## src/hw/rtl/fsps_pkg.sv

```systemverilog
// ----------------------------------------------------------------------------
// Frame slot pool scheduler package
// Shared types, command codes and flag positions.
// ----------------------------------------------------------------------------
package fsps_pkg;

  typedef enum logic [3:0] {
    CMD_ACQUIRE   = 4'd0,
    CMD_TAKE_CMP  = 4'd1,
    CMD_TAKE_RND  = 4'd2,
    CMD_UPLOADING = 4'd3,
    CMD_PREPARED  = 4'd4,
    CMD_COMPUTING = 4'd5,
    CMD_COMPUTED  = 4'd6,
    CMD_RENDERED  = 4'd7,
    CMD_STAMP     = 4'd8,
    CMD_QUERY     = 4'd9,
    CMD_SHUTDOWN  = 4'd10
  } cmd_e;

  localparam int unsigned FL_RSV  = 0;
  localparam int unsigned FL_UPL  = 1;
  localparam int unsigned FL_PRE  = 2;
  localparam int unsigned FL_CMP  = 3;
  localparam int unsigned FL_DONE = 4;
  localparam int unsigned FL_RND  = 5;

  localparam int unsigned REG_SKIP   = 0;
  localparam int unsigned REG_LATEST = 1;

  typedef struct packed {
    logic [3:0]  command;
    logic [2:0]  slot;
    logic [31:0] epoch;
  } item_in_t;

  typedef struct packed {
    logic       slot_valid;
    logic [2:0] slot_index;
    logic       from_fallback;
    logic       is_uploading;
    logic       is_rendering;
  } item_out_t;

  typedef enum logic [2:0] {
    ST_IDLE,
    ST_SCAN,
    ST_APPLY,
    ST_DONE
  } state_e;

  typedef struct packed {
    logic load;
    logic scan;
    logic apply;
    logic emit;
  } ctrl_t;

  typedef struct packed {
    logic scan_last;
  } stat_t;

endpackage

```

## src/hw/rtl/fsps_ctrl.sv

```systemverilog
// ----------------------------------------------------------------------------
// Frame slot pool scheduler controller
// Sequences load, slot scan, state update and result strobe.
// ----------------------------------------------------------------------------
module fsps_ctrl import fsps_pkg::*; (
  input  logic  clk_i,
  input  logic  rst_ni,
  input  logic  start_i,
  input  stat_t stat_i,
  output ctrl_t ctrl_o,
  output logic  busy_o
);

  state_e state_q, state_d;

  always_ff @(posedge clk_i or negedge rst_ni) begin
    if (!rst_ni) begin
      state_q <= ST_IDLE;
    end else begin
      state_q <= state_d;
    end
  end

  always_comb begin
    state_d = state_q;
    unique case (state_q)
      ST_IDLE:  if (start_i) state_d = ST_SCAN;
      ST_SCAN:  if (stat_i.scan_last) state_d = ST_APPLY;
      ST_APPLY: state_d = ST_DONE;
      ST_DONE:  state_d = ST_IDLE;
      default:  state_d = ST_IDLE;
    endcase
  end

  always_comb begin
    ctrl_o = '0;
    busy_o = 1'b1;
    unique case (state_q)
      ST_IDLE: begin
        busy_o      = 1'b0;
        ctrl_o.load = start_i;
      end
      ST_SCAN:  ctrl_o.scan  = 1'b1;
      ST_APPLY: ctrl_o.apply = 1'b1;
      ST_DONE:  ctrl_o.emit  = 1'b1;
      default:  busy_o = 1'b0;
    endcase
  end

  assert property (@(posedge clk_i) disable iff (!rst_ni)
    ctrl_o.apply |=> ctrl_o.emit)
    else $error("emit must follow apply");
  assert property (@(posedge clk_i) disable iff (!rst_ni)
    ctrl_o.load |=> ctrl_o.scan)
    else $error("scan must follow load");
  assert property (@(posedge clk_i) disable iff (!rst_ni)
    $onehot0({ctrl_o.load, ctrl_o.scan, ctrl_o.apply, ctrl_o.emit}))
    else $error("controller commands overlap");

endmodule

```

## src/hw/rtl/fsps_dp.sv

```systemverilog
// ----------------------------------------------------------------------------
// Frame slot pool scheduler datapath
// Slot state, one-slot-per-cycle scan for acquire and take, state update.
// ----------------------------------------------------------------------------
module fsps_dp import fsps_pkg::*; #(
  parameter int unsigned SLOT_COUNT = 3
) (
  input  logic      clk_i,
  input  logic      rst_ni,
  input  ctrl_t     ctrl_i,
  input  item_in_t  item_i,
  input  logic      skip_i,
  input  logic      latest_i,
  output stat_t     stat_o,
  output logic      res_valid_o,
  output item_out_t res_o
);

  localparam int unsigned IW = (SLOT_COUNT > 1) ? $clog2(SLOT_COUNT) : 1;
  localparam logic [IW-1:0] LAST = IW'(SLOT_COUNT - 1);

  logic [5:0]    flags_q [SLOT_COUNT];
  logic [31:0]   fnum_q  [SLOT_COUNT];
  logic [31:0]   epoch_q [SLOT_COUNT];
  logic [31:0]   req_q, fcnt_q;
  logic [IW-1:0] nfp_q, lri_q;
  logic          lrv_q, shut_q;

  item_in_t      item_q;
  logic [IW-1:0] off_q;
  logic          found_q, best_v_q;
  logic [IW-1:0] found_i_q, best_i_q;
  logic [31:0]   best_f_q;

  logic [IW:0]   sum;
  logic [IW-1:0] idx;
  logic [5:0]    f;
  logic          busy_f, in_range, cand, better;
  logic [IW-1:0] sidx;
  cmd_e          cmd;

  assign cmd      = cmd_e'(item_q.command);
  assign in_range = {1'b0, item_q.slot} < 4'(SLOT_COUNT);
  assign sidx     = IW'(item_q.slot);
  assign stat_o.scan_last = (off_q == LAST) || found_q;

  always_comb begin
    sum = {1'b0, nfp_q} + {1'b0, off_q};
    if (cmd != CMD_ACQUIRE) sum = {1'b0, off_q};
    if (sum >= (IW+1)'(SLOT_COUNT)) sum = sum - (IW+1)'(SLOT_COUNT);
    idx    = sum[IW-1:0];
    f      = flags_q[idx];
    busy_f = f[FL_RSV] | f[FL_UPL] | f[FL_CMP] | f[FL_RND];
    cand   = 1'b0;
    better = 1'b0;
    if (cmd == CMD_ACQUIRE) begin
      cand = !busy_f && !(SLOT_COUNT > 1 && lrv_q && idx == lri_q) &&
             (f[FL_PRE] | f[FL_DONE]) && skip_i;
      better = !best_v_q || fnum_q[idx] < best_f_q;
    end else begin
      cand = (cmd == CMD_TAKE_CMP ? f[FL_PRE] : f[FL_DONE]) && !busy_f &&
             epoch_q[idx] == req_q;
      better = !best_v_q || (latest_i ? fnum_q[idx] > best_f_q
                                      : fnum_q[idx] < best_f_q);
    end
  end

  always_ff @(posedge clk_i) begin
    if (ctrl_i.load) begin
      item_q    <= item_i;
      off_q     <= '0;
      found_q   <= 1'b0;
      best_v_q  <= 1'b0;
      found_i_q <= '0;
      best_i_q  <= '0;
      best_f_q  <= '0;
    end else if (ctrl_i.scan && !found_q) begin
      if (off_q != LAST) off_q <= off_q + 1'b1;
      if (cmd == CMD_ACQUIRE && !busy_f &&
          !(SLOT_COUNT > 1 && lrv_q && idx == lri_q) &&
          !(f[FL_PRE] | f[FL_DONE])) begin
        found_q   <= 1'b1;
        found_i_q <= idx;
      end else if (cand && better) begin
        best_v_q <= 1'b1;
        best_i_q <= idx;
        best_f_q <= fnum_q[idx];
      end
    end
  end

  logic          got;
  logic [IW-1:0] gi;
  logic          fb;
  logic [IW-1:0] lr;
  logic [5:0]    lf;
  item_out_t     res_d;

  always_comb begin
    got = 1'b0;
    gi  = best_i_q;
    fb  = 1'b0;
    lr  = lri_q;
    lf  = flags_q[lri_q];
    if (!shut_q) begin
      unique case (cmd)
        CMD_ACQUIRE: begin
          got = found_q | best_v_q;
          gi  = found_q ? found_i_q : best_i_q;
        end
        CMD_TAKE_CMP: got = best_v_q;
        CMD_TAKE_RND: begin
          if (best_v_q) begin
            got = 1'b1;
          end else if (lrv_q && !(lf[FL_RND] | lf[FL_RSV] | lf[FL_UPL]) &&
                       epoch_q[lr] == req_q) begin
            got = 1'b1;
            gi  = lr;
            fb  = 1'b1;
          end
        end
        default: got = 1'b0;
      endcase
    end
    res_d               = '0;
    res_d.slot_valid    = got;
    res_d.slot_index    = got ? 3'(gi) : 3'd0;
    res_d.from_fallback = fb;
    if (cmd == CMD_QUERY && in_range) begin
      res_d.is_uploading = flags_q[sidx][FL_UPL];
      res_d.is_rendering = flags_q[sidx][FL_RND];
    end
  end

  always_ff @(posedge clk_i or negedge rst_ni) begin
    if (!rst_ni) begin
      for (int i = 0; i < SLOT_COUNT; i++) begin
        flags_q[i] <= '0;
        fnum_q[i]  <= '0;
        epoch_q[i] <= '0;
      end
      req_q  <= '0;
      fcnt_q <= '0;
      nfp_q  <= '0;
      lri_q  <= '0;
      lrv_q  <= 1'b0;
      shut_q <= 1'b0;
      res_valid_o <= 1'b0;
      res_o  <= '0;
    end else begin
      res_valid_o <= ctrl_i.emit;
      if (ctrl_i.apply) begin
        res_o <= res_d;
        case (cmd)
          CMD_ACQUIRE: if (got) begin
            flags_q[gi] <= 6'b000001;
            nfp_q <= (gi == LAST) ? '0 : gi + 1'b1;
          end
          CMD_TAKE_CMP: if (got) begin
            for (int i = 0; i < SLOT_COUNT; i++) begin
              if (IW'(i) == gi) begin
                flags_q[i][FL_CMP] <= 1'b1;
                flags_q[i][FL_PRE] <= 1'b0;
              end else if (latest_i && flags_q[i][FL_PRE] && fnum_q[i] < fnum_q[gi]) begin
                flags_q[i][FL_PRE] <= 1'b0;
              end
            end
          end
          CMD_TAKE_RND: if (got) begin
            flags_q[gi][FL_RND]  <= 1'b1;
            flags_q[gi][FL_DONE] <= 1'b0;
            lrv_q <= 1'b1;
            lri_q <= gi;
          end
          CMD_UPLOADING: if (in_range) begin
            fcnt_q <= fcnt_q + 1'b1;
            fnum_q[sidx] <= fcnt_q + 1'b1;
            flags_q[sidx][FL_RSV] <= 1'b0;
            flags_q[sidx][FL_UPL] <= 1'b1;
          end
          CMD_PREPARED: if (in_range) begin
            flags_q[sidx][FL_UPL] <= 1'b0;
            flags_q[sidx][FL_PRE] <= 1'b1;
          end
          CMD_COMPUTING: if (in_range) begin
            flags_q[sidx][FL_CMP] <= 1'b1;
            flags_q[sidx][FL_PRE] <= 1'b0;
          end
          CMD_COMPUTED: if (in_range) begin
            flags_q[sidx][FL_CMP]  <= 1'b0;
            flags_q[sidx][FL_DONE] <= 1'b1;
          end
          CMD_RENDERED: if (in_range) flags_q[sidx][FL_RND] <= 1'b0;
          CMD_STAMP: if (in_range) begin
            epoch_q[sidx] <= item_q.epoch;
            if (item_q.epoch > req_q) req_q <= item_q.epoch;
          end
          CMD_SHUTDOWN: shut_q <= 1'b1;
          default: ;
        endcase
      end
    end
  end

  assert property (@(posedge clk_i) disable iff (!rst_ni)
    res_valid_o |-> $past(ctrl_i.emit))
    else $error("result without emit");
  assert property (@(posedge clk_i) disable iff (!rst_ni)
    res_valid_o && res_o.slot_valid |-> res_o.slot_index < 3'(SLOT_COUNT))
    else $error("slot index out of range");
  assert property (@(posedge clk_i) disable iff (!rst_ni)
    res_valid_o && res_o.from_fallback |-> res_o.slot_valid)
    else $error("fallback without slot");

endmodule

```

## src/hw/rtl/frame_slot_pool_scheduler_core.sv

```systemverilog
// ----------------------------------------------------------------------------
// Frame slot pool scheduler core
// Command-driven manager of a small pool of frame buffer slots.
// ----------------------------------------------------------------------------
// Usage: drive item_i and pulse start_i while busy_o is low; the item is taken
// on that edge. Every item yields one result on result_o, marked by a
// one-cycle done_o strobe; the receiver cannot stall, so results must be taken
// when shown.
// Sequencing: the scan visits one slot per cycle (stopping early when acquire
// finds an empty slot), then the apply state updates slot state and registers
// the result, and the done state raises emit, which is registered onto done_o.
// busy_o stays high from accept until the done state ends, so one item is in
// flight at a time; done_o may coincide with the next start_i accept edge only
// after busy_o falls.
// Configuration: cfg_we_i writes register cfg_idx_i (0 frame skip enable,
// 1 latest wins) at once; write only while idle.
// Reset: all slots empty, counters and epochs zero, configuration cleared,
// not shut down.
// ----------------------------------------------------------------------------
module frame_slot_pool_scheduler_core import fsps_pkg::*; #(
  parameter int unsigned SLOT_COUNT = 3
) (
  input  logic      clk_i,
  input  logic      rst_ni,
  input  logic      start_i,
  output logic      busy_o,
  input  item_in_t  item_i,
  output logic      done_o,
  output item_out_t result_o,
  input  logic      cfg_we_i,
  input  logic      cfg_idx_i,
  input  logic      cfg_data_i
);

  ctrl_t ctrl;
  stat_t stat;
  logic  skip_q, latest_q;

  always_ff @(posedge clk_i or negedge rst_ni) begin
    if (!rst_ni) begin
      skip_q   <= 1'b0;
      latest_q <= 1'b0;
    end else if (cfg_we_i) begin
      if (cfg_idx_i == 1'(REG_SKIP)) skip_q <= cfg_data_i;
      else latest_q <= cfg_data_i;
    end
  end

  fsps_ctrl u_ctrl (
    .clk_i   (clk_i),
    .rst_ni  (rst_ni),
    .start_i (start_i),
    .stat_i  (stat),
    .ctrl_o  (ctrl),
    .busy_o  (busy_o)
  );

  fsps_dp #(.SLOT_COUNT(SLOT_COUNT)) u_dp (
    .clk_i       (clk_i),
    .rst_ni      (rst_ni),
    .ctrl_i      (ctrl),
    .item_i      (item_i),
    .skip_i      (skip_q),
    .latest_i    (latest_q),
    .stat_o      (stat),
    .res_valid_o (done_o),
    .res_o       (result_o)
  );

endmodule

```

## config.mk

```make
export PLATFORM = sky130hd
export DESIGN_NAME = frame_slot_pool_scheduler_core
export DESIGN_NICKNAME = d
export VERILOG_FILES = /design/src/hw/rtl/fsps_pkg.sv /design/src/hw/rtl/fsps_ctrl.sv /design/src/hw/rtl/fsps_dp.sv /design/src/hw/rtl/frame_slot_pool_scheduler_core.sv
export SDC_FILE = /design/constraint.sdc
export NUM_CORES = 1
export LEC_CHECK = 0
export BUFFER_PORTS_ARGS = -buffer_cell sky130_fd_sc_hd__buf_2
export CAP_MARGIN = 0
export CORE_AREA = 2 2 191 287
export CTS_BUF_LIST = sky130_fd_sc_hd__clkbuf_8
export DETAILED_ROUTE_END_ITERATION = 8
export DIE_AREA = 0 0 193 289
export PLACE_DENSITY = 0.58
export SYNTH_ARGS = -nofsm -noshare
export SYNTH_HDL_FRONTEND = slang
export SYNTH_HIERARCHICAL = 1
export SYNTH_SLANG_ARGS = --single-unit
```

## constraint.sdc

```tcl
create_clock -name clk_i -period 5.41 [get_ports clk_i]
set_input_delay 0.2705 -clock clk_i [delete_from_list [all_inputs] [get_ports clk_i]]
set_output_delay 0.2705 -clock clk_i [all_outputs]
set_load 0.02 [all_outputs]
```

======== After elaboration in Yosys (flattened, before gate mapping) ========
Cells that the tools add are included.
W data, S select, Z words.
cells by class
  add/subtract/negate cells ............... 5
  magnitude comparators ................... 14
  equality and inequality tests ........... 37
  multiplexer cells ....................... 98
  bitwise gates (word level) .............. 33
  reductions and logical operators ........ 57
operator list
  operator                 count
  $mux W32                 9
  $bmux W32 S2             4
  $bwmux W96               2
  $lt A32 B32 Y1           4
  $mux W18                 7
  $and A18 B18 Y18         6
  $demux W6 S2             9
  $not A18 Y18             6
  $or A18 B18 Y18          5
  $reduce_and A11 Y1       6
  $demux W32 S2            1
  $eq A32 B32 Y1           2
  $gt A32 B32 Y1           2
  $pmux W4 S7              2
  $mux W6                  9
  $pmux W2 S8              3
  $bmux W6 S2              3
  $add A32 B1 Y32 const B  1
  $pmux W2 S7              2
  $mux W1                  25
  $mux W2                  12
  $logic_and A1 B1 Y1      22
  $eq A4 B3 Y1 const B     4
  $ne A2 B1 Y1 const B     8
  other kinds (43)         90
word-level totals
  bits in registers ....................... 372
  word-level logic and storage cells ...... 283

======== Depth between registers and ports, before layout ========
Gate-level depths: netlist of the first run.
  depth after elaboration ................. 23
  gate-level depth with buffers ........... 31

======== Modules after synthesis ========
The synthesis of the first run kept the hierarchy.
by module, submodules not included
  module                          times used  cells each  area an instance (um2)
  fsps_dp                         1           2346        22412.7
  fsps_ctrl                       1           18          195.2
  frame_slot_pool_scheduler_core  1           6           86.3

======== Worst setup path after synthesis of the first run ========
Ideal clock, no wire load.
  path type ............................... flip-flop to flip-flop
  start point ............................. reg u_dp.item_q (netlist bit u_dp/cmd[3])
  end point ............................... reg u_dp.best_f_q[10]
  arrival time ............................ 5760 ps
  data required time ...................... 5282 ps
  path slack .............................. -478 ps
  cell stages (with the launch flop) ...... 29
  buffers on the path ..................... 5
  period minus slack after synthesis ...... 5888 ps
  path through ............................ edfxtp_1 > nor4_4 > mux2i_1 > inv_1 > ha_1 > a21oi_1 > nand3_1 > o21ai_0 > buf_2 > buf_1 > buf_1 > a21oi_1 > o21ai_0 > ha_1 > nor2b_1 > o21a_1 > o21a_1 > o21a_1 > o21a_1 > o21a_1 > o21a_1 > o21a_1 > o21ai_0 > nand3_1 > a311oi_1 > buf_4 > buf_6 > mux2i_1 > nor2_1
on the way
  cells in the longest elaborated chain, start to end .. 18
  elaborated cells between the ends (all ways) .. 46
  classes of those cells .................. 1 x add/sub; 3 x order compare; 3 x eq/ne; 15 x mux; 6 x bitwise; 18 x reduce/logical
ends and longest elaborated chain
  what                                                                     line           text
  from (decl)                                                              fsps_dp.sv:29  item_in_t item_q;
  from (signal assigned)                                                   fsps_dp.sv:70  item_q <= item_i;
  parallel branches: the longest is 18 deep, another holds $lt A32 B32 Y1  n/a
  to (signal assigned)                                                     fsps_dp.sv:87  best_f_q <= fnum_q[idx];
  to (decl)                                                                fsps_dp.sv:33  logic [31:0] best_f_q;
Several ways; the timed one is not identified. The select of a mux whose other input is x is not followed.
A chain may end at the register's enable or synchronous reset.

======== Final worst setup path of the first run ========
  start point ............................. reg u_dp.nfp_q[0]
  end point ............................... reg u_dp.best_f_q[31]
on the way
  cells in the longest elaborated chain, start to end .. 18
  elaborated cells between the ends (all ways) .. 44
  classes of those cells .................. 2 x add/sub; 3 x order compare; 2 x eq/ne; 15 x mux; 6 x bitwise; 16 x reduce/logical
ends and longest elaborated chain
  what                                                                     line            text
  from (decl)                                                              fsps_dp.sv:26   logic [IW-1:0] nfp_q, lri_q;
  from (signal assigned)                                                   fsps_dp.sv:157  nfp_q <= (gi == LAST) ? '0 : gi + 1'b1;
  $add A2 B2 Y3 (*)                                                        fsps_dp.sv:48   sum = {1'b0, nfp_q} + {1'b0, off_q};
  $mux W3 (*)                                                              fsps_dp.sv:49   if (cmd != CMD_ACQUIRE) sum = {1'b0, off_q};
  $ge A3 B2 Y1 / $sub A2 B2 Y2 (equally long branches)                     fsps_dp.sv:50   if (sum >= (IW+1)'(SLOT_COUNT)) sum = sum - (IW+1)'(SLOT_COUNT);
  $mux W2 (*)                                                              fsps_dp.sv:50
  parallel branches: the longest is 14 deep, another holds $lt A32 B32 Y1  n/a
Mark *: on every way between the ends. The select of a mux whose other input is x is not followed.

==> results of run 1 <==
## Yosys cell counts (6+ instances only)
cell         n  share of area
a2bb2oi_1   31          0.012
nor2b_1     30         0.0083
nand2b_1    31         0.0085
or2_2        8         0.0022
mux2i_1    134          0.059
o21a_1      18         0.0060
o21ai_0    201          0.044
clkbuf_1    80          0.013
nor2_1     125          0.021
a21oi_1    143          0.032
buf_1       16         0.0026
xor2_1      31          0.012
nand3_1     44         0.0097
a211oi_1     9         0.0030
o211ai_1    15         0.0050
buf_2       18         0.0040
inv_1      105          0.017
a221oi_1    12         0.0046
o2111ai_1    6         0.0023
nand4_1     40          0.011
nand2_1    276          0.046
buf_4        8         0.0026
o2bb2ai_1   15         0.0058
nand3b_1     7         0.0023
and3_1      20         0.0055
a31oi_1      6         0.0017
edfxtp_1    39          0.052
ha_1       152          0.084
dfxtp_1     40          0.035
nor4_1      12         0.0033
o22ai_1     19         0.0052
a21o_1      31          0.010
xnor2_1     86          0.033
nor3_1      35         0.0077
dfrtp_1    291           0.32
mux2_2     129          0.064
## registers in the layout, indices dropped and copies added, names as in the netlist
| register | cells |
|---|---|
| latest_q | 1 |
| skip_q | 1 |
| u_ctrl/state_q | 2 |
| u_dp/best_f_q | 32 |
| u_dp/best_i_q | 2 |
| u_dp/best_v_q | 1 |
| u_dp/cmd | 4 |
| u_dp/epoch_q | 96 |
| u_dp/fcnt_q | 32 |
| u_dp/flags_q | 18 |
| u_dp/fnum_q | 96 |
| u_dp/found_i_q | 2 |
| u_dp/found_q | 1 |
| u_dp/item_q | 35 |
| u_dp/lr | 2 |
| u_dp/lrv_q | 1 |
| u_dp/nfp_q | 2 |
| u_dp/off_q | 2 |
| u_dp/req_q | 32 |
| u_dp/res_o | 6 |
| u_dp/res_valid_o | 1 |
| u_dp/shut_q | 1 |
## power groups by stage
stage	sequential (W)	combinational (W)	clock, W
after floorplan	0.00342	0.00213	0
after global placement	0.00355	0.00361	0
after detailed placement	0.00355	0.00366	0
after CTS	0.00350	0.00411	0.00261
after global routing	0.00355	0.00449	0.00272
final	0.00351	0.00425	0.00253
## timing repair
| action | CTS | global route |
|---|---|---|
| pin swaps | 22 | 47 |
| setup buffers | 18 | 14 |
| gates cloned | 5 | 0 |
| endpoints found under the hold margin | 144 | 0 |
| resized for setup | 76 | 71 |
| hold buffers | 45 | 0 |
| endpoints found under the setup margin | 38 | 38 |
## per-layer routing
layer  vias up  global-route usage  part of all wire  wire (um)
li1       9100                   -                 -          -
met3       265              0.0363             0.040       2980
met1      9425               0.275              0.36      26900
met2       547               0.497              0.52      38900
met4         4               0.189             0.080       5950
met5         -                   0           0.00029         22
## worst register-to-register path, delay by kind of cell (launching register included)
kind,cells,cell delay (ns)
adders and majority gates,4,1.16
DFF,1,0.38
buffers and inverters,7,1.04
and+or+nand+nor,6,0.49
muxes,2,0.42
AOI/OAI and AO/OA,8,1.74
## cell type report
type,count,area [um^2],share of cell area
diodes,1,2.50,0.0000899
clock buffers,71,977,0.0351
clock inverters,36,238,0.00854
inverters,105,394,0.0142
multi-input cells,1768,13000,0.468
flip-flops and latches,370,9260,0.333
well taps,689,862,0.0310
repair buffers,361,3060,0.110
## layout by cell type, fill, tap and decap left out, drive strengths merged, types with 7 or more instances in the layout
cell type    netlist  layout
mux2             132     132
nor2b             30      30
clkbuf            80      71
o211ai            16      16
and3              20      20
o22ai             20      20
ha               152     152
nand4             41      41
nor4              14      14
xnor2             86      86
buf               47     315
a21oi            144     144
a221oi            13      13
o21a              18      18
dfrtp            291     291
nand3             44      44
dlygate4sd3        0      45
clkinv             0       8
xor2              31      31
or2                9       9
o2bb2ai           15      15
inv              105     127
nand2b            31      31
edfxtp            39      39
a211oi             9       9
dfxtp             40      40
nor3              36      36
a21o              31      31
o21ai            203     203
nor2             126     126
nand2            276     276
a2bb2oi           31      31
nand3b             7       7
mux2i            134     134
## kinds of logic after synthesis
| group | share of synthesized area |
|---|---|
| fa+ha+maj | 0.0856 |
| other cells | 0.000165 |
| buf+inv | 0.0423 |
| flops | 0.408 |
| simple gates | 0.136 |
| xor+xnor | 0.0452 |
| mux | 0.125 |
| compound gates | 0.157 |
## per-stage QoR
stage	setup slack [ns]	hold WS [ns]	util
after CTS	-0.0407	0.221	0.514
after floorplan	0.00267	-0.0251	-
after detailed placement	-0.467	0.391	0.472
after global routing	-0.186	0.264	0.522
after global placement	-0.347	0.385	0.472
final	0.0242	0.227	0.522
## worst min path at each step
stage,from,to,slack (ns),cells past startpoint
final,rst_ni,u_dp/req_q[15],0.23,2
after global routing,item_i[5],u_dp/item_q[5],0.26,2
after CTS,rst_ni,u_dp/req_q[15],0.22,2
after detailed placement,rst_ni,u_dp/req_q[15],0.39,1
after global placement,rst_ni,u_dp/req_q[15],0.38,1
after floorplan,rst_ni,latest_q,-0.03,0
==> impl_metrics.py, run 1 <==
metrics = {
    "critical_path": {
        "cpMaxStageDelayCell": "o21ai_0",
        "crit_required_ns": 5.94,
        "critPathKind": "reg2reg",
        "crit_buf_inv": 7,
        "cpLargestDelayFamily": "compound AO/OA/AOI/OAI gates",
        "crit_fanout": 23,
        "r2r_setup_slack_ns": 0.02,
        "critPathLaunch": "u_dp/nfp_q[0]",
        "critPathLaunchType": "flip-flop",
        "slowest_delay_ns": 0.48,
        "worstSetupEndpoint": "u_dp/best_f_q[31]",
        "timing.rr.end": "u_dp/best_f_q[31]",
        "worstReg2RegStart": "u_dp/nfp_q[0]",
        "reg2reg_depth": 27,
        "cp.depth": 27,
        "crit_path_end_kind": "flip-flop",
        "cp.arrival_ns": 5.91,
    },
    "logic_synthesis": {
        "syn-num-nets": 2568,
        "synth.distinct_cells": 84,
        "ys_seq_elements": 370,
        "synth_ff_type": "dfrtp_1",
        "yosysWarnings": 6,
        "async_flop_share": 0.786,
        "synthCells": 2370,
        "synth-edff-count": 39,
        "syn_area_mm2": 0.0227,
        "synth-seq-area-share": 0.408,
        "syn_avg_cell_area_um2": 9.58,
    },
    "global_routing": {
        "antenna_found_initial": 3,
        "grt_util_all_layers": 0.268,
        "grt_pass1_wl_um": 114000,
        "gr-total-overflow": 0,
        "grt_max_degree": 132,
        "grt_pass1_vias": 19900,
    },
    "place": {
        "io_buffers": 52,
        "dpl.hpwl_um": 54600,
        "dp_cells": 3213,
        "placed_area_mm2": 0.0252,
        "gp_congestion": 0.971,
    },
    "power": {
        "irDropWorstVdd_mv": 0.333,
        "switching_power_w": 0.00385,
        "sw_frac_of_total": 0.374,
        "power_frac_seq": 0.341,
        "power_w": 0.0103,
        "intPower_w": 0.00645,
        "combPwrFrac": 0.413,
        "p_leak_nw": 12.3,
        "clockPowerShare": 0.246,
        "power_density_mw_per_mm2": 370,
    },
    "die": {
        "core_area_mm2": 0.0534,
        "dieHeight_um": 289,
        "io_pins": 54,
        "start_util": 0.425,
        "die_x_um": 193,
        "die-area_mm2": 0.0558,
        "fp-row-count": 104,
    },
    "routing": {
        "wirelength_um": 74800,
        "drt_iter0_drc": 1156,
        "viasPerCell": 5.69,
        "vias": 19300,
        "ant_nets": 0,
        "drc": 0,
        "firstDrtPassIters": 5,
        "wire_per_inst_um": 22.0,
    },
    "clock_tree": {
        "clockBufferDepth": 3,
        "cts_tree": "built",
        "cts_inserted_buffers": 60,
        "h-tree-depth": 2,
        "clk_latency_ns": 0.70,
        "clock-sinks": 370,
        "clockRootBuffer": "clkbuf_8",
        "cts.clk_slew.worst_paths_ns": 0.06,
    },
    "timing": {
        "tightestPinTransition_ns": 0.946,
        "finalSetupViolations": 0,
        "clock_skew_ns": 0.0357,
        "rsz0062_at_grt": "yes",
        "period_share": 0.996,
        "report.final.slew_viol_count": 0,
        "layout_min_cycle_time_ns": 5.39,
        "hold_viol_final": 0,
        "fmax_mhz": 186,
        "fin_setup_tns_ns": 0,
        "slew_headroom": 0.370,
    },
    "layout": {
        "fillerInstances": 4885,
        "final_layout_size_suffix_gt1_frac": 0.235,
        "area_growth_pct": 22.6,
        "design_area_mm2": 0.0278,
        "fin_nets": 2864,
        "fin_cells": 3401,
    },
    "min_path": {
        "hp-class": "in2async",
    },
    "run": {
        "timing.max_cap.violations": 0,
    },
    "run_status": {
        "status": "finished clean",
    },
}
(Power assumes the default switching activity.)
==> inputs of run 2 (changes only) <==
--- a/config.mk
+++ b/config.mk
@@ -7,10 +7,10 @@
 export LEC_CHECK = 0
 export BUFFER_PORTS_ARGS = -buffer_cell sky130_fd_sc_hd__buf_2
 export CAP_MARGIN = 0
-export CORE_AREA = 2 2 191 287
+export CORE_AREA = 2 2 233 235
 export CTS_BUF_LIST = sky130_fd_sc_hd__clkbuf_8
 export DETAILED_ROUTE_END_ITERATION = 8
-export DIE_AREA = 0 0 193 289
+export DIE_AREA = 0 0 235 237
 export PLACE_DENSITY = 0.58
 export SYNTH_ARGS = -nofsm -noshare
 export SYNTH_HDL_FRONTEND = slang
==> constraint.sdc (replaced) <==
create_clock -name clk_i -period 4.85 [get_ports clk_i]
set_input_delay 0.2425 -clock clk_i [delete_from_list [all_inputs] [get_ports clk_i]]
set_output_delay 0.2425 -clock clk_i [all_outputs]
set_load 0.02 [all_outputs]
==> run 2 against run 1 <==
Compared with the run above: the flow now finishes with violations (negative setup slack); clock power increased by 28%; sequential cell count stayed put; power rose by 18%; sequential power rose by 11%; die area shrank 0.15%; clock skew is 0.0071 ns higher.
==> impl_metrics.py, run 2 (same netlist as run 1, synthesis figures left out) <==
metrics = {
    "run_status": {
        "status": "finished with violations",
        "violations": "negative setup slack",
    },
    "timing": {
        "fin_ws_ns": -0.499,
        "hold_viol_final": 0,
        "tightestPinTransition_ns": 1.09,
        "period_share": 1.10,
        "layout_min_cycle_time_ns": 5.35,
        "finalSetupViolations": 38,
        "slew_headroom": 0.274,
        "fmax_mhz": 187,
        "rsz0062_at_grt": "yes",
        "report.final.slew_viol_count": 0,
        "clock_skew_ns": 0.0428,
    },
    "min_path": {
        "hp-class": "in2async",
    },
    "critical_path": {
        "reg2reg_depth": 24,
        "critPathKind": "reg2reg",
        "cpLargestDelayFamily": "compound AO/OA/AOI/OAI gates",
        "critPathLaunchType": "flip-flop",
        "crit_buf_inv": 6,
        "r2r_setup_slack_ns": -0.50,
        "cpMaxStageDelayCell": "fa_1",
        "crit_chain": "ha_2 -> fa_1 -> mux2i_2 -> inv_1 -> ha_4 -> a21oi_4 -> nand3_2 -> o21ai_4 -> buf_6 -> buf_12 -> buf_4 -> mux2i_1 -> o21ai_0 -> ha_1 -> nand4_1 -> nor2_2 -> o21a_1 -> o21ai_2 -> a211o_1 -> a311oi_4 -> buf_6 -> buf_16 -> mux2i_2 -> nor2_1",
        "timing.rr.end": "u_dp/best_f_q[18]",
        "cp.arrival_ns": 5.85,
        "worstReg2RegStart": "u_dp/nfp_q[0]",
        "crit_required_ns": 5.35,
        "cp.depth": 24,
        "crit_fanout": 9,
        "crit_path_end_kind": "flip-flop",
        "slowest_delay_ns": 0.45,
    },
    "power": {
        "clockPowerShare": 0.266,
        "p_leak_nw": 12.8,
        "irDropWorstVdd_mv": 0.243,
        "combPwrFrac": 0.412,
        "sw_frac_of_total": 0.362,
        "power_density_mw_per_mm2": 422,
        "switching_power_w": 0.00439,
        "intPower_w": 0.00775,
        "power_frac_seq": 0.322,
        "power_w": 0.0121,
    },
    "layout": {
        "finish.utilization": 0.540,
        "final_layout_size_suffix_gt1_frac": 0.261,
        "fin_nets": 2903,
        "fin_cells": 3459,
        "area_growth_pct": 26.8,
        "final_common_cell": "dfrtp_1",
        "final_cell_mix": "dfrtp_1 (289), nand2_1 (269), buf_4 (233)",
        "top_regs": "u_dp/epoch_q: 96 flops, u_dp/fnum_q: 96 flops, u_dp/item_q: 35 flops",
    },
    "routing": {
        "vias": 19500,
        "drt_iter0_drc": 1352,
        "firstDrtPassIters": 5,
        "viasPerCell": 5.64,
        "drc": 0,
        "ant_nets": 0,
        "wirelength_um": 72000,
        "wire_per_inst_um": 20.8,
    },
    "global_routing": {
        "gr-total-overflow": 0,
        "gr-usage-met1": 0.337,
        "grt_pass1_vias": 19700,
        "antenna_found_initial": 1,
        "grtUsageMet3": 0.0490,
        "grt_use_met2": 0.417,
        "grt_pass1_wl_um": 112000,
        "grt_util_all_layers": 0.255,
        "grt_max_degree": 114,
        "grt_busiest_layer": "met2",
    },
    "clock_tree": {
        "cts_inserted_buffers": 71,
        "h-tree-depth": 3,
        "clockRootBuffer": "clkbuf_8",
        "cts.clk_slew.worst_paths_ns": 0.06,
        "clockBufferDepth": 3,
        "clock-sinks": 370,
        "clk_latency_ns": 0.67,
        "cts_tree": "built",
    },
    "place": {
        "dpl.hpwl_um": 49500,
        "pre_cts_ws_ns": -0.844,
        "io_buffers": 52,
        "gp_congestion": 0.904,
        "dp_cells": 3221,
    },
    "die": {
        "dieHeight_um": 237,
        "fp-row-count": 85,
        "start_util": 0.426,
        "die_x_um": 235,
        "core_area_mm2": 0.0533,
        "io_pins": 54,
        "die-area_mm2": 0.0557,
    },
    "run": {
        "timing.max_cap.violations": 0,
    },
}
==> run 2: what timing repair did <==
action	4_1_cts	5_1_grt
setup buffers	36	15
endpoints found under the setup margin	38	38
gates resized for setup	114	73
cloned	8	4
hold endpoints to repair	154	0
pin swaps	55	67
hold buffers	45	0
==> run 2: worst max path at each step <==
stage | startpoint | to
2_1_floorplan | u_dp/cmd[0] | u_dp/best_f_q[10]
3_3_place_gp | u_dp/nfp_q[0] | u_dp/best_f_q[18]
3_5_place_dp | u_dp/nfp_q[0] | u_dp/best_f_q[13]
4_1_cts | u_dp/nfp_q[0] | u_dp/best_f_q[16]
5_1_grt | u_dp/nfp_q[0] | u_dp/best_f_q[18]
6_report | u_dp/nfp_q[0] | u_dp/best_f_q[18]
==> run 2: power by group through the flow <==
| stage | registers [W] | logic (W) | clock network (W) |
|---|---|---|---|
| final | 0.00391 | 0.00500 | 0.00323 |
| after global routing | 0.00395 | 0.00530 | 0.00346 |
| after CTS | 0.00390 | 0.00482 | 0.00331 |
| after detailed placement | 0.00394 | 0.00417 | 0 |
| after global placement | 0.00393 | 0.00412 | 0 |
| after floorplan | 0.00382 | 0.00245 | 0 |
==> run 2: metal layers <==
metal / wire (um) / vias up
met5: 0 / -
met4: 2200 / 0
met3: 4080 / 146
met2: 33800 / 565
met1: 31800 / 9612
li1: - / 9195
==> run 2: per-stage QoR <==
step                      hold WS, ns  TNS (ns)  instance area (um^2)
after floorplan               -0.0531    -12.15                 22900
after global placement          0.413    -23.52                 25400
after detailed placement        0.417    -29.71                 25400
after CTS                       0.233    -14.24                 28300
after global routing            0.254    -27.05                 28800
final                           0.256    -16.08                 28800
==> run 2: layout make-up <==
cell class / count / area [um^2]
sequential: 370 / 9260
multi-input combinational: 1769 / 13300
timing repair buffer: 388 / 3500
tap: 696 / 871
clock buffer: 84 / 1160
antenna: 2 / 5.00
fill: 4707 / 24500
inverter: 105 / 394
clock inverter: 45 / 322
==> inputs of run 3 (changes only) <==
--- a/config.mk
+++ b/config.mk
@@ -5,12 +5,13 @@
 export SDC_FILE = /design/constraint.sdc
 export NUM_CORES = 1
 export LEC_CHECK = 0
+export ABC_AREA = 1
 export BUFFER_PORTS_ARGS = -buffer_cell sky130_fd_sc_hd__buf_2
 export CAP_MARGIN = 0
-export CORE_AREA = 2 2 233 235
+export CORE_AREA = 2 2 232 234
 export CTS_BUF_LIST = sky130_fd_sc_hd__clkbuf_8
 export DETAILED_ROUTE_END_ITERATION = 8
-export DIE_AREA = 0 0 235 237
+export DIE_AREA = 0 0 234 236
 export PLACE_DENSITY = 0.58
 export SYNTH_ARGS = -nofsm -noshare
 export SYNTH_HDL_FRONTEND = slang
==> run 3 against run 2 <==
Compared with the run above: the run still ends with negative setup slack left; routed wire length fell by 2.4%; core utilization shrank 4.5 points; count of clock-buffer cells in the layout up 1; clock power is 5% lower; critical path type unchanged; critical endpoint is now u_dp/best_f_q[23].
==> impl_metrics.py, run 3 <==
metrics = {
    "place": {
        "gp_congestion": 0.910,
        "pre_cts_ws_ns": -0.129,
        "placed_area_mm2": 0.0239,
        "io_buffers": 52,
        "dpl.hpwl_um": 49400,
    },
    "critical_path": {
        "cp.depth": 25,
        "critPathLaunchType": "flip-flop",
        "reg2reg_depth": 25,
        "timing.critical_path.mode_cell": "buf_4",
        "crit_path_end_kind": "flip-flop",
        "worstReg2RegStart": "u_dp/nfp_q[0]",
        "cpLargestDelayFamily": "simple AND/OR/NAND/NOR gates",
        "crit_buf_inv": 6,
        "critPathKind": "reg2reg",
        "slowest_delay_ns": 0.48,
        "timing.rr.end": "u_dp/best_f_q[23]",
        "worstSetupEndpoint": "u_dp/best_f_q[23]",
        "cpMaxStageDelayCell": "fa_1",
        "r2r_setup_slack_ns": -0.01,
        "critPathLaunch": "u_dp/nfp_q[0]",
        "crit_fanout": 19,
        "cp.arrival_ns": 5.44,
        "crit_required_ns": 5.43,
    },
    "clock_tree": {
        "clock-sinks": 370,
        "clk_latency_ns": 0.67,
        "cts_tree": "built",
        "cts_inserted_buffers": 70,
        "clockRootBuffer": "clkbuf_8",
        "clockBufferDepth": 3,
        "h-tree-depth": 3,
        "cts.clk_slew.worst_paths_ns": 0.06,
    },
    "layout": {
        "finish.utilization": 0.495,
        "fin_nets": 3292,
        "top_regs": "u_dp/epoch_q: 96 flops, u_dp/fnum_q: 96 flops, u_dp/item_q: 35 flops",
        "area_growth_pct": 17.4,
        "final_layout_size_suffix_gt1_frac": 0.114,
        "design_area_mm2": 0.0263,
        "fillerInstances": 5130,
        "final_cell_mix": "nand2_1 (742), o21ai_0 (402), inv_1 (367)",
        "final_common_cell": "nand2_1",
    },
    "timing": {
        "fin_ws_ns": -0.0117,
        "layout_min_cycle_time_ns": 4.86,
        "hold_viol_final": 0,
        "period_share": 1.00,
        "fmax_mhz": 206,
        "clock_skew_ns": 0.0261,
        "slew_headroom": 0.200,
        "rsz0062_at_grt": "yes",
        "tightestPinTransition_ns": 1.20,
        "finalSetupViolations": 1,
        "report.final.slew_viol_count": 0,
        "fin_setup_tns_ns": -0.0117,
    },
    "routing": {
        "drt_iter0_drc": 1622,
        "viasPerCell": 5.39,
        "wire_per_inst_um": 18.2,
        "drc": 0,
        "wirelength_um": 70200,
        "vias": 20700,
        "firstDrtPassIters": 5,
        "ant_nets": 0,
    },
    "run_status": {
        "status": "finished with violations",
        "violations": "negative setup slack",
    },
    "power": {
        "combPwrFrac": 0.520,
        "switching_power_w": 0.00659,
        "intPower_w": 0.00818,
        "p_leak_nw": 12.3,
        "power_density_mw_per_mm2": 562,
        "clockPowerShare": 0.209,
        "power_w": 0.0148,
        "power_frac_seq": 0.272,
        "irDropWorstVdd_mv": 0.293,
        "sw_frac_of_total": 0.446,
    },
    "logic_synthesis": {
        "yosysMostFrequentCell": "nand2_1",
        "synth-edff-count": 39,
        "synthTopCellsByCount": "nand2_1 (749), o21ai_0 (414), inv_1 (340)",
        "syn_avg_cell_area_um2": 7.64,
        "synth.distinct_cells": 61,
        "ys_seq_elements": 370,
        "syn_area_mm2": 0.0224,
        "synth-seq-area-share": 0.413,
        "synth_top_area_share": 0.325,
        "synthCells": 2930,
        "async_flop_share": 0.786,
        "yosysWarnings": 6,
        "synth_ff_type": "dfrtp_1",
        "synth.area.top_cells": "dfrtp_1 (33%), nand2_1 (13%), o21ai_0 (9.3%)",
        "yosysTopAreaCell": "dfrtp_1",
        "syn-num-nets": 3128,
    },
    "global_routing": {
        "grt_pass1_vias": 20600,
        "antenna_found_initial": 1,
        "gr-total-overflow": 0,
        "grt_max_degree": 130,
        "grt_util_all_layers": 0.256,
        "grt_pass1_wl_um": 111000,
    },
    "min_path": {
        "hp-class": "in2async",
    },
    "die": {
        "start_util": 0.422,
        "dieHeight_um": 236,
        "die_x_um": 234,
        "fp-row-count": 85,
        "core_area_mm2": 0.0531,
        "io_pins": 54,
        "die-area_mm2": 0.0552,
    },
    "run": {
        "timing.max_cap.violations": 0,
    },
}
## run 3: changes by cell type after synthesis, sizes merged, moves of 23 or more
cell,previous run,this run
nand2b,31,0
nor2b,30,0
nand3,44,143
nor2,126,177
a2bb2oi,31,0
o21ai,203,439
a21o,31,8
xnor2,86,2
mux2,132,0
mux2i,134,0
inv,105,349
nand2,276,761
## run 3: worst reg2reg max path: cells and delay by family, from the launching register on
family	cells	cell delay [ns]
xor+xnor	1	0.21
buf+inv	6	1.08
fa+ha+maj	3	0.83
compound gates	5	0.70
simple gates	10	1.56
flops	1	0.39
## run 3: worst min path at each step
stage	start	endpoint	slack, ns	cells after the start
after floorplan	rst_ni	latest_q	-0.05	0
after global placement	rst_ni	u_dp/epoch_q[47]	0.30	1
after detailed placement	rst_ni	u_dp/epoch_q[47]	0.31	1
after CTS	rst_ni	u_dp/epoch_q[47]	0.17	2
after global routing	rst_ni	u_dp/epoch_q[13]	0.21	2
final	rst_ni	u_dp/epoch_q[13]	0.14	2
## run 3: layout make-up
cell class | count | area [um^2] | area share
clock buffer | 85 | 1170 | 0.0445
sequential | 370 | 9260 | 0.352
multi-input combinational | 2091 | 11600 | 0.441
tap | 696 | 871 | 0.0331
inverter | 356 | 1360 | 0.0517
clock inverter | 44 | 234 | 0.00890
antenna | 2 | 5.00 | 0.000190
timing repair buffer | 205 | 1810 | 0.0689
## run 3: layer usage
| metal | routed length [um] | GRT usage |
|---|---|---|
| met2 | 34500 | 0.439 |
| met4 | 2480 | 0.101 |
| met1 | 29900 | 0.321 |
| met3 | 3390 | 0.0378 |
| met5 | 0 | 0 |
## run 3: what timing repair did
item / CTS / global route
hold buffers: 47 / 0
pin swaps: 3 / 3
gates resized for setup: 33 / 63
gates cloned: 2 / 0
buffers inserted: 0 / 5
endpoints found under the hold margin: 140 / 0
endpoints found under the setup margin: 37 / 38
## run 3: through the flow
stage / std cells / hold slack (ns)
final: 3849 / 0.140
after global routing: 3849 / 0.208
after CTS: 3842 / 0.170
after detailed placement: 3664 / 0.314
after global placement: 3664 / 0.304
after floorplan: 2930 / -0.0531
## run 3: power groups by stage
stage / Clock [W] / Combinational, W / Sequential, W
floorplan: 0 / 0.00459 / 0.00394
global placement: 0 / 0.00685 / 0.00404
detailed placement: 0 / 0.00699 / 0.00405
CTS: 0.00318 / 0.00737 / 0.00401
global route: 0.00330 / 0.00852 / 0.00407
finish: 0.00308 / 0.00767 / 0.00401
## run 3: cells by family after synthesis
logic type | Yosys count | share of synthesized area
fa+ha+maj | 153 | 0.0859
buf+inv | 469 | 0.0851
xor+xnor | 45 | 0.0176
other cells | 1 | 0.000168
flops | 370 | 0.413
compound gates | 726 | 0.181
simple gates | 1166 | 0.217
